File: src/dssm_pkg.sv
// package for the dual stack shared memory block
// holds state, command, flag types and the operation and status codes; no dependencies
package dssm_pkg;

    localparam int DefaultDepth = 1024;
    localparam int WordW        = 32;
    localparam int HeightW      = 11;
    localparam int KindW        = 2;
    localparam int StatusW      = 2;

    localparam logic [KindW-1:0] KIND_PUSH_ONE = 2'd0;
    localparam logic [KindW-1:0] KIND_PUSH_TWO = 2'd1;
    localparam logic [KindW-1:0] KIND_POP_ONE  = 2'd2;
    localparam logic [KindW-1:0] KIND_POP_TWO  = 2'd3;

    localparam logic [StatusW-1:0] STATUS_OK    = 2'd0;
    localparam logic [StatusW-1:0] STATUS_FULL  = 2'd1;
    localparam logic [StatusW-1:0] STATUS_EMPTY = 2'd2;

    typedef enum logic [1:0] {
        ST_IDLE,
        ST_EXEC,
        ST_RDWAIT,
        ST_RESP
    } state_t;

    typedef struct packed {
        logic load;
        logic exec;
        logic capture;
    } cmd_t;

    typedef struct packed {
        logic pop_go;
    } flags_t;

endpackage

File: src/dssm_ctrl.sv
// controller state machine for the dual stack shared memory block
// depends on dssm_pkg
module dssm_ctrl (
    input  logic            aclk,
    input  logic            aresetn,
    input  logic            s_valid,
    output logic            s_ready,
    output logic            m_valid,
    input  logic            m_ready,
    input  dssm_pkg::flags_t flags,
    output dssm_pkg::cmd_t   cmd
);
    import dssm_pkg::*;

    state_t state_reg;
    state_t state_next;

    always_ff @(posedge aclk) begin
        if (!aresetn) begin
            state_reg <= ST_IDLE;
        end else begin
            state_reg <= state_next;
        end
    end

    always_comb begin
        state_next  = state_reg;
        cmd.load    = 1'b0;
        cmd.exec    = 1'b0;
        cmd.capture = 1'b0;
        s_ready     = 1'b0;
        m_valid     = 1'b0;
        case (state_reg)
            ST_IDLE: begin
                s_ready = 1'b1;
                if (s_valid) begin
                    cmd.load   = 1'b1;
                    state_next = ST_EXEC;
                end
            end
            ST_EXEC: begin
                cmd.exec   = 1'b1;
                state_next = flags.pop_go ? ST_RDWAIT : ST_RESP;
            end
            ST_RDWAIT: begin
                cmd.capture = 1'b1;
                state_next  = ST_RESP;
            end
            ST_RESP: begin
                m_valid = 1'b1;
                if (m_ready) begin
                    state_next = ST_IDLE;
                end
            end
            default: begin
                state_next = ST_IDLE;
            end
        endcase
    end

`ifndef SYNTHESIS
    a_exec_after_load: assert property (@(posedge aclk) disable iff (!aresetn)
        cmd.load |=> cmd.exec)
        else $error("exec did not follow load");
    a_pop_read_capture: assert property (@(posedge aclk) disable iff (!aresetn)
        cmd.exec && flags.pop_go |=> cmd.capture ##1 m_valid)
        else $error("pop read not captured before response");
    a_no_ready_with_valid: assert property (@(posedge aclk) disable iff (!aresetn)
        !(s_ready && m_valid))
        else $error("request taken while result pending");
`endif

endmodule

File: config.mk
export PLATFORM = sky130hd
export DESIGN_NAME = dssm_ctrl
export DESIGN_NICKNAME = d
export VERILOG_FILES = /design/src/dssm_pkg.sv /design/src/dssm_ctrl.sv
export SDC_FILE = /design/constraint.sdc
export NUM_CORES = 1
export LEC_CHECK = 0
export BUFFER_PORTS_ARGS = -buffer_cell sky130_fd_sc_hd__buf_2
export CAP_MARGIN = 20
export CORE_AREA = 2 2 39 41
export CTS_CLUSTER_DIAMETER = 60
export DETAILED_ROUTE_END_ITERATION = 8
export DIE_AREA = 0 0 41 43
export HOLD_SLACK_MARGIN = 0.02
export PLACE_DENSITY = 0.37
export SLEW_MARGIN = 20
export SYNTH_ARGS = -nofsm -noshare
export SYNTH_HDL_FRONTEND = slang
export SYNTH_SLANG_ARGS = --single-unit
File: constraint.sdc
create_clock -name aclk -period 1.6 [get_ports aclk]
set_clock_uncertainty 0.05 [all_clocks]
set_input_delay 0.24 -clock aclk [delete_from_list [all_inputs] [get_ports aclk]]
set_output_delay 0.24 -clock aclk [all_outputs]
set_load 0.005 [all_outputs]
==> results of run 1 <==
## layer usage
layer	vias up	routed length (um)	GRT usage (%)
met3	0	29	0
met5	-	0	0
li1	89	-	-
met2	8	144	6.25
met4	0	0	8.00
met1	67	203	8.97
## Yosys cell counts
cell / n
dfxtp_1: 2
a21oi_1: 1
a21boi_1: 1
nor2_1: 1
o21ai_0: 1
or3b_1: 1
ha_1: 4
o41ai_1: 1
nor2b_1: 3
or3_1: 1
and2_1: 1
inv_1: 2
## worst reg2reg max path, delay by kind of cell (launching register included)
kind / cells / cell delay (ps)
compound gates: 1 / 160
fa+ha+maj: 1 / 220
buf+inv: 1 / 100
flops: 1 / 350
simple gates: 2 / 500
## timing repair
item                                    4_1_cts  5_1_grt
endpoints found under the setup margin        0        2
gates resized for setup                       0        1
endpoints found under the hold margin         0        0
## through the flow
| stage | instances | hold slack [ps] | power, mW |
|---|---|---|---|
| floorplan | 19 | 313 | 0.265 |
| global placement | 44 | 453 | 0.353 |
| detailed placement | 44 | 450 | 0.353 |
| CTS | 47 | 210 | 0.475 |
| global route | 47 | 251 | 0.545 |
| finish | 47 | 219 | 0.467 |
## where the power goes
part / switching (mW) / leakage, nW / internal (mW)
Combinational: 0.121 / 0.0988 / 0.134
Clock: 0.0274 / 0.0138 / 0.0826
Sequential: 0.0255 / 0.0166 / 0.0763
Total: 0.174 / 0.129 / 0.293
## worst paths after layout
path                              from                   endpoint  slack, ps
min                            aresetn  state_reg[0]$_SDFFE_PN0P_        220
min reg2reg  state_reg[1]$_SDFFE_PN0P_  state_reg[1]$_SDFFE_PN0P_        480
max          state_reg[0]$_SDFFE_PN0P_  state_reg[0]$_SDFFE_PN0P_        150
max reg2reg  state_reg[0]$_SDFFE_PN0P_  state_reg[0]$_SDFFE_PN0P_        150
## cell type report
type                       instances  area (um^2)  share of cell area, %
clock buffer                       3         22.5                   8.74
tap                               16         20.0                   7.77
inverter                           2         7.51                   2.91
timing repair buffer               9         45.0                   17.5
multi-input combinational         15          123                   47.6
sequential                         2         40.0                   15.5
## cell families after synthesis
family	Yosys count	share of synthesized area (%)
flip-flops	2	23.9
adder cells (fa/ha/maj)	4	29.9
AND/OR/NAND/NOR	7	26.1
AO/OA/AOI/OAI	4	15.7
buffers and inverters	2	4.48
==> impl_results.md, run 1 <==
- Clock Pin Slew Worst Setup and Hold Paths: around 30 ps
- Final setup violating endpoints: 0
- P_leak: 0.129 nW
- Final weighted congestion in routability-driven placement: 0.729
- Layout fillers: 156
- CTS tree: built
- RSZ-0062 raised after global routing: no
- Final WL: 377 um
- Reg2Reg Depth: 5
- Number of flip-flops in the largest register: 2
- Signed area change from the synthesized netlist to the final layout: 53.7%
- IR Drop Worst-Case VDD: 0.697 mV
- Number of global-route vias before repair: 178
- Number of I/O pins: 10
- Routed wire length per instance: 8.02 um
- Cell family with the largest share of critical-path delay: simple AND/OR/NAND/NOR gates
- Worst Setup Slack post-DPL: 102 ps
- Critical path startpoint category: flop
- Gate count after technology mapping: 19
- Number of setup buffers added after CTS: 0
- Post-cts hold buffer count: 0
- Max-slew headroom: 81.9%
- Cell count along the critical path: 5
- Total clock buffers created by CTS: 3
- Wire length of the first global-routing pass: 669 um
- Chip width: between 40 and 50 um
- Clock root buffer master: clkbuf_4
- Final period demand of the worst path: ~1400 ps
- Worst-Skew Late Latency: 220 ps
- CP cell instances: inv_1 -> ha_2 -> nor2b_1 -> or3_1 -> a21oi_1
- Number of synthesis warnings: 0
- Standard-cell rows: 14
- Remaining Overflow, GRT: 0
- Final standard cell utilization of the core: 18.6%
- Worst Tran Pin Value: 268 ps
- Outcome: completed
- Part of the Yosys area used for sequential elements: 23.9%
- Vias per cell: 3.49
- Average instance area after synthesis: 8.82 um^2
- Critical path class: flop to flop
- Remaining antenna violation count: 0
- Vertical die dimension: ~43 um
- Total half-perimeter wirelength after legalization and detailed placement: 304 um
- Netlist area before placement: 168 um^2
- Slew Viols, Final: 0
- WHS Path Cells: 3
- Setup TNS: 0 ps
- Commonest cells after routing, fill and taps aside: buf_2 (9), nor2b_1 (3), ha_1 (3), clkbuf_4 (3)
- Setup WS post-layout: 150 ps
- Die Footprint: 1760 um^2
- Maximum number of pins on one net before global-route repair: 6
- DR DRC count: 0
- Detailed Route Iter0 Violations: 0
- Maximum level of the CTS H-tree: 1
- Total power density per cell area: about 1800 nW/um^2
- Max Fclk: between 600 and 700 MHz
- Drt first pass iters: 1
- Hold Violations, Final: 0
- Design area: 258 um^2
- Element type at the critical path end: flop
- Post-synth net total: 28
- Arrival time reported for the critical path endpoint: 1550 ps
- Tot GR Track Use: ~6.0%
- Maxcap violations: 0
- Number of nets in the layout: 42
- Vias: 164
- Most area-hungry cell type in the Yosys netlist: ha_1
- Count of clock tree sinks: 2
- Highest net fanout along the worst path: 5
- Core Footprint: 1380 um^2
- Most frequent standard cell in the layout excluding fill and tap cells: buf_2
- Top cells by area, synth: ha_1 (30%), dfxtp_1 (24%), nor2b_1 (11%), o41ai_1 (5.2%), or3b_1 (5.2%)
- Number of port buffers: 9
- Delay of the slowest critical-path stage: ~350 ps
- Area share of the leading cell type in the synthesized netlist: 29.9%
- Antenna diode count: 0
- Flip-flop and latch count after synthesis: 2
- Placement-stage cell area: 233 um^2
- Number of buffers and inverters on the critical path: 1
- Number of antenna violations at the first check in global routing: 0
- Fraction of layout cells with a size suffix above 1: 41.9%
- Cell variety after synth: 12
- Kind of path behind the tightest hold check: primary input to flop
- Required time worst endpoint: 1700 ps
- Share of the cycle needed by the critical path after routing: 90.6%
- Max stage delay cell, worst path: dfxtp_1
- Starting density of the core: 12.1%
- Max Root-Sink Buffers: 2
No activity file was read; power rests on OpenSTA's default activity.
==> inputs of run 2 (changes only) <==
--- a/config.mk
+++ b/config.mk
@@ -8,6 +8,7 @@
 export BUFFER_PORTS_ARGS = -buffer_cell sky130_fd_sc_hd__buf_2
 export CAP_MARGIN = 20
 export CORE_AREA = 2 2 39 41
+export CTS_BUF_LIST = sky130_fd_sc_hd__clkbuf_16
 export CTS_CLUSTER_DIAMETER = 60
 export DETAILED_ROUTE_END_ITERATION = 8
 export DIE_AREA = 0 0 41 43
@@ -17,3 +18,4 @@
 export SYNTH_ARGS = -nofsm -noshare
 export SYNTH_HDL_FRONTEND = slang
 export SYNTH_SLANG_ARGS = --single-unit
+export TNS_END_PERCENT = 30
==> run 2 against run 1 <==
Against the previous run:
- first-iteration DRC count unchanged
- clock-buffer cell count unchanged
- routed wire length up 7.2%
- critical path type unchanged
- critical endpoint unchanged
- largest cell class unchanged
==> impl_results.md, run 2 (same netlist as run 1, synthesis figures left out) <==
- Outcome: completed
- Setup TNS: 0 ps
- Worst-Skew Late Latency: 220 ps
- Max-slew headroom: 81.9%
- Slew Viols, Final: 0
- Placement-stage cell area: 233 um^2
- Most frequent standard cell in the layout excluding fill and tap cells: buf_2
- Max Root-Sink Buffers: 2
- Required time worst endpoint: 1700 ps
- Highest net fanout along the worst path: 5
- Element type at the critical path end: flop
- Final setup violating endpoints: 0
- Worst Tran Pin Value: 268 ps
- Vertical die dimension: 43 um
- Vias per cell: 3.60
- Share of the cycle needed by the critical path after routing: 90.6%
- Final WL: 404 um
- Maximum number of pins on one net before global-route repair: 6
- Detailed Route Iter0 Violations: 0
- Clock root buffer master: clkbuf_16
- Die Footprint: 1760 um^2
- Number of antenna violations at the first check in global routing: 0
- Number of global-route vias before repair: between 150 and 200
- Post-cts hold buffer count: 0
- Chip width: 41 um
- Core Footprint: 1380 um^2
- Layout fillers: 151
- Remaining Overflow, GRT: 0
- Remaining antenna violation count: 0
- Antenna diode count: 0
- Design area: 310 um^2
- Critical path startpoint category: flop
- DR DRC count: 0
- Clock Pin Slew Worst Setup and Hold Paths: 30 ps
- Number of I/O pins: 10
- Kind of path behind the tightest hold check: primary input to flop
- IR Drop Worst-Case VDD: ~0.66 mV
- Critical path class: flop to flop
- Drt first pass iters: 1
- Total power density per cell area: approximately 2400 nW/um^2
- CTS tree: built
- Final period demand of the worst path: 1450 ps
- Hold Violations, Final: 0
- Wire length of the first global-routing pass: 738 um
- Maximum level of the CTS H-tree: 1
- Commonest cells after routing, fill and taps aside: buf_2 (9), nor2b_1 (3), ha_1 (3), clkbuf_16 (3)
- Number of nets in the layout: 42
- Number of port buffers: 9
- Arrival time reported for the critical path endpoint: 1540 ps
- P_leak: 0.152 nW
- RSZ-0062 raised after global routing: no
- Number of flip-flops in the largest register: 2
- Starting density of the core: 12.1%
- Standard-cell rows: 14
- Final weighted congestion in routability-driven placement: 0.729
- Vias: 169
- Tot GR Track Use: 7.12%
- Maxcap violations: 0
- Fraction of layout cells with a size suffix above 1: 41.9%
- Total clock buffers created by CTS: 3
- Signed area change from the synthesized netlist to the final layout: 85.1%
- Count of clock tree sinks: 2
- Total half-perimeter wirelength after legalization and detailed placement: 304 um
- Max Fclk: 690 MHz
- Routed wire length per instance: 8.60 um
[run 2: path summary, 6_finish.rpt]
path                              from                        end  slack (ps)  depth (start not counted)
max          state_reg[0]$_SDFFE_PN0P_  state_reg[0]$_SDFFE_PN0P_         150                          5
min                            aresetn  state_reg[0]$_SDFFE_PN0P_         220                          3
max reg2reg  state_reg[0]$_SDFFE_PN0P_  state_reg[0]$_SDFFE_PN0P_         150                          5
min reg2reg  state_reg[1]$_SDFFE_PN0P_  state_reg[1]$_SDFFE_PN0P_         480                          2
[run 2: metrics by stage]
step	hold WS, ps	worst slack, ps	util [%]	std cells	power [mW]
6_report	220	151	22.4	47	0.733
3_5_place_dp	450	102	16.8	44	0.353
3_3_place_gp	453	104	16.8	44	0.353
2_1_floorplan	313	227	-	19	0.265
5_1_grt	263	4.37	22.4	47	0.813
4_1_cts	222	95.6	22.2	47	0.737
[run 2: layout make-up]
| type | count | area (um^2) | area share, % |
|---|---|---|---|
| Tap cell | 16 | 20.0 | 6.45 |
| Inverter | 2 | 7.51 | 2.42 |
| Sequential cell | 2 | 40.0 | 12.9 |
| Clock buffer | 3 | 75.1 | 24.2 |
| Multi-Input combinational cell | 15 | 123 | 39.5 |
| Timing Repair Buffer | 9 | 45.0 | 14.5 |
[run 2: report_power, final]
group	switching, mW	leakage (nW)	internal [mW]
Sequential	0.0255	0.0166	0.0764
Clock	0.0580	0.0370	0.318
Combinational	0.121	0.0988	0.134
Total	0.204	0.152	0.529
[run 2: routing by layer]
metal  global-route usage (%)  routed length (um)
met5                        0                   0
met4                     10.0                  19
met3                     3.14                  39
met2                     6.25                 130
met1                     9.62                 215
[run 2: critical path: stages (launching register included)]
cell and delay (ps):
dfxtp_1 350, inv_1 100, ha_2 220, nor2b_1 160, or3_1 340, a21oi_1 160
[run 2: repair_timing]
| item | in CTS | in global routing |
|---|---|---|
| buffers inserted | 0 | 0 |
| endpoints found under the setup margin | 0 | 2 |
| gates resized for setup | 0 | 1 |
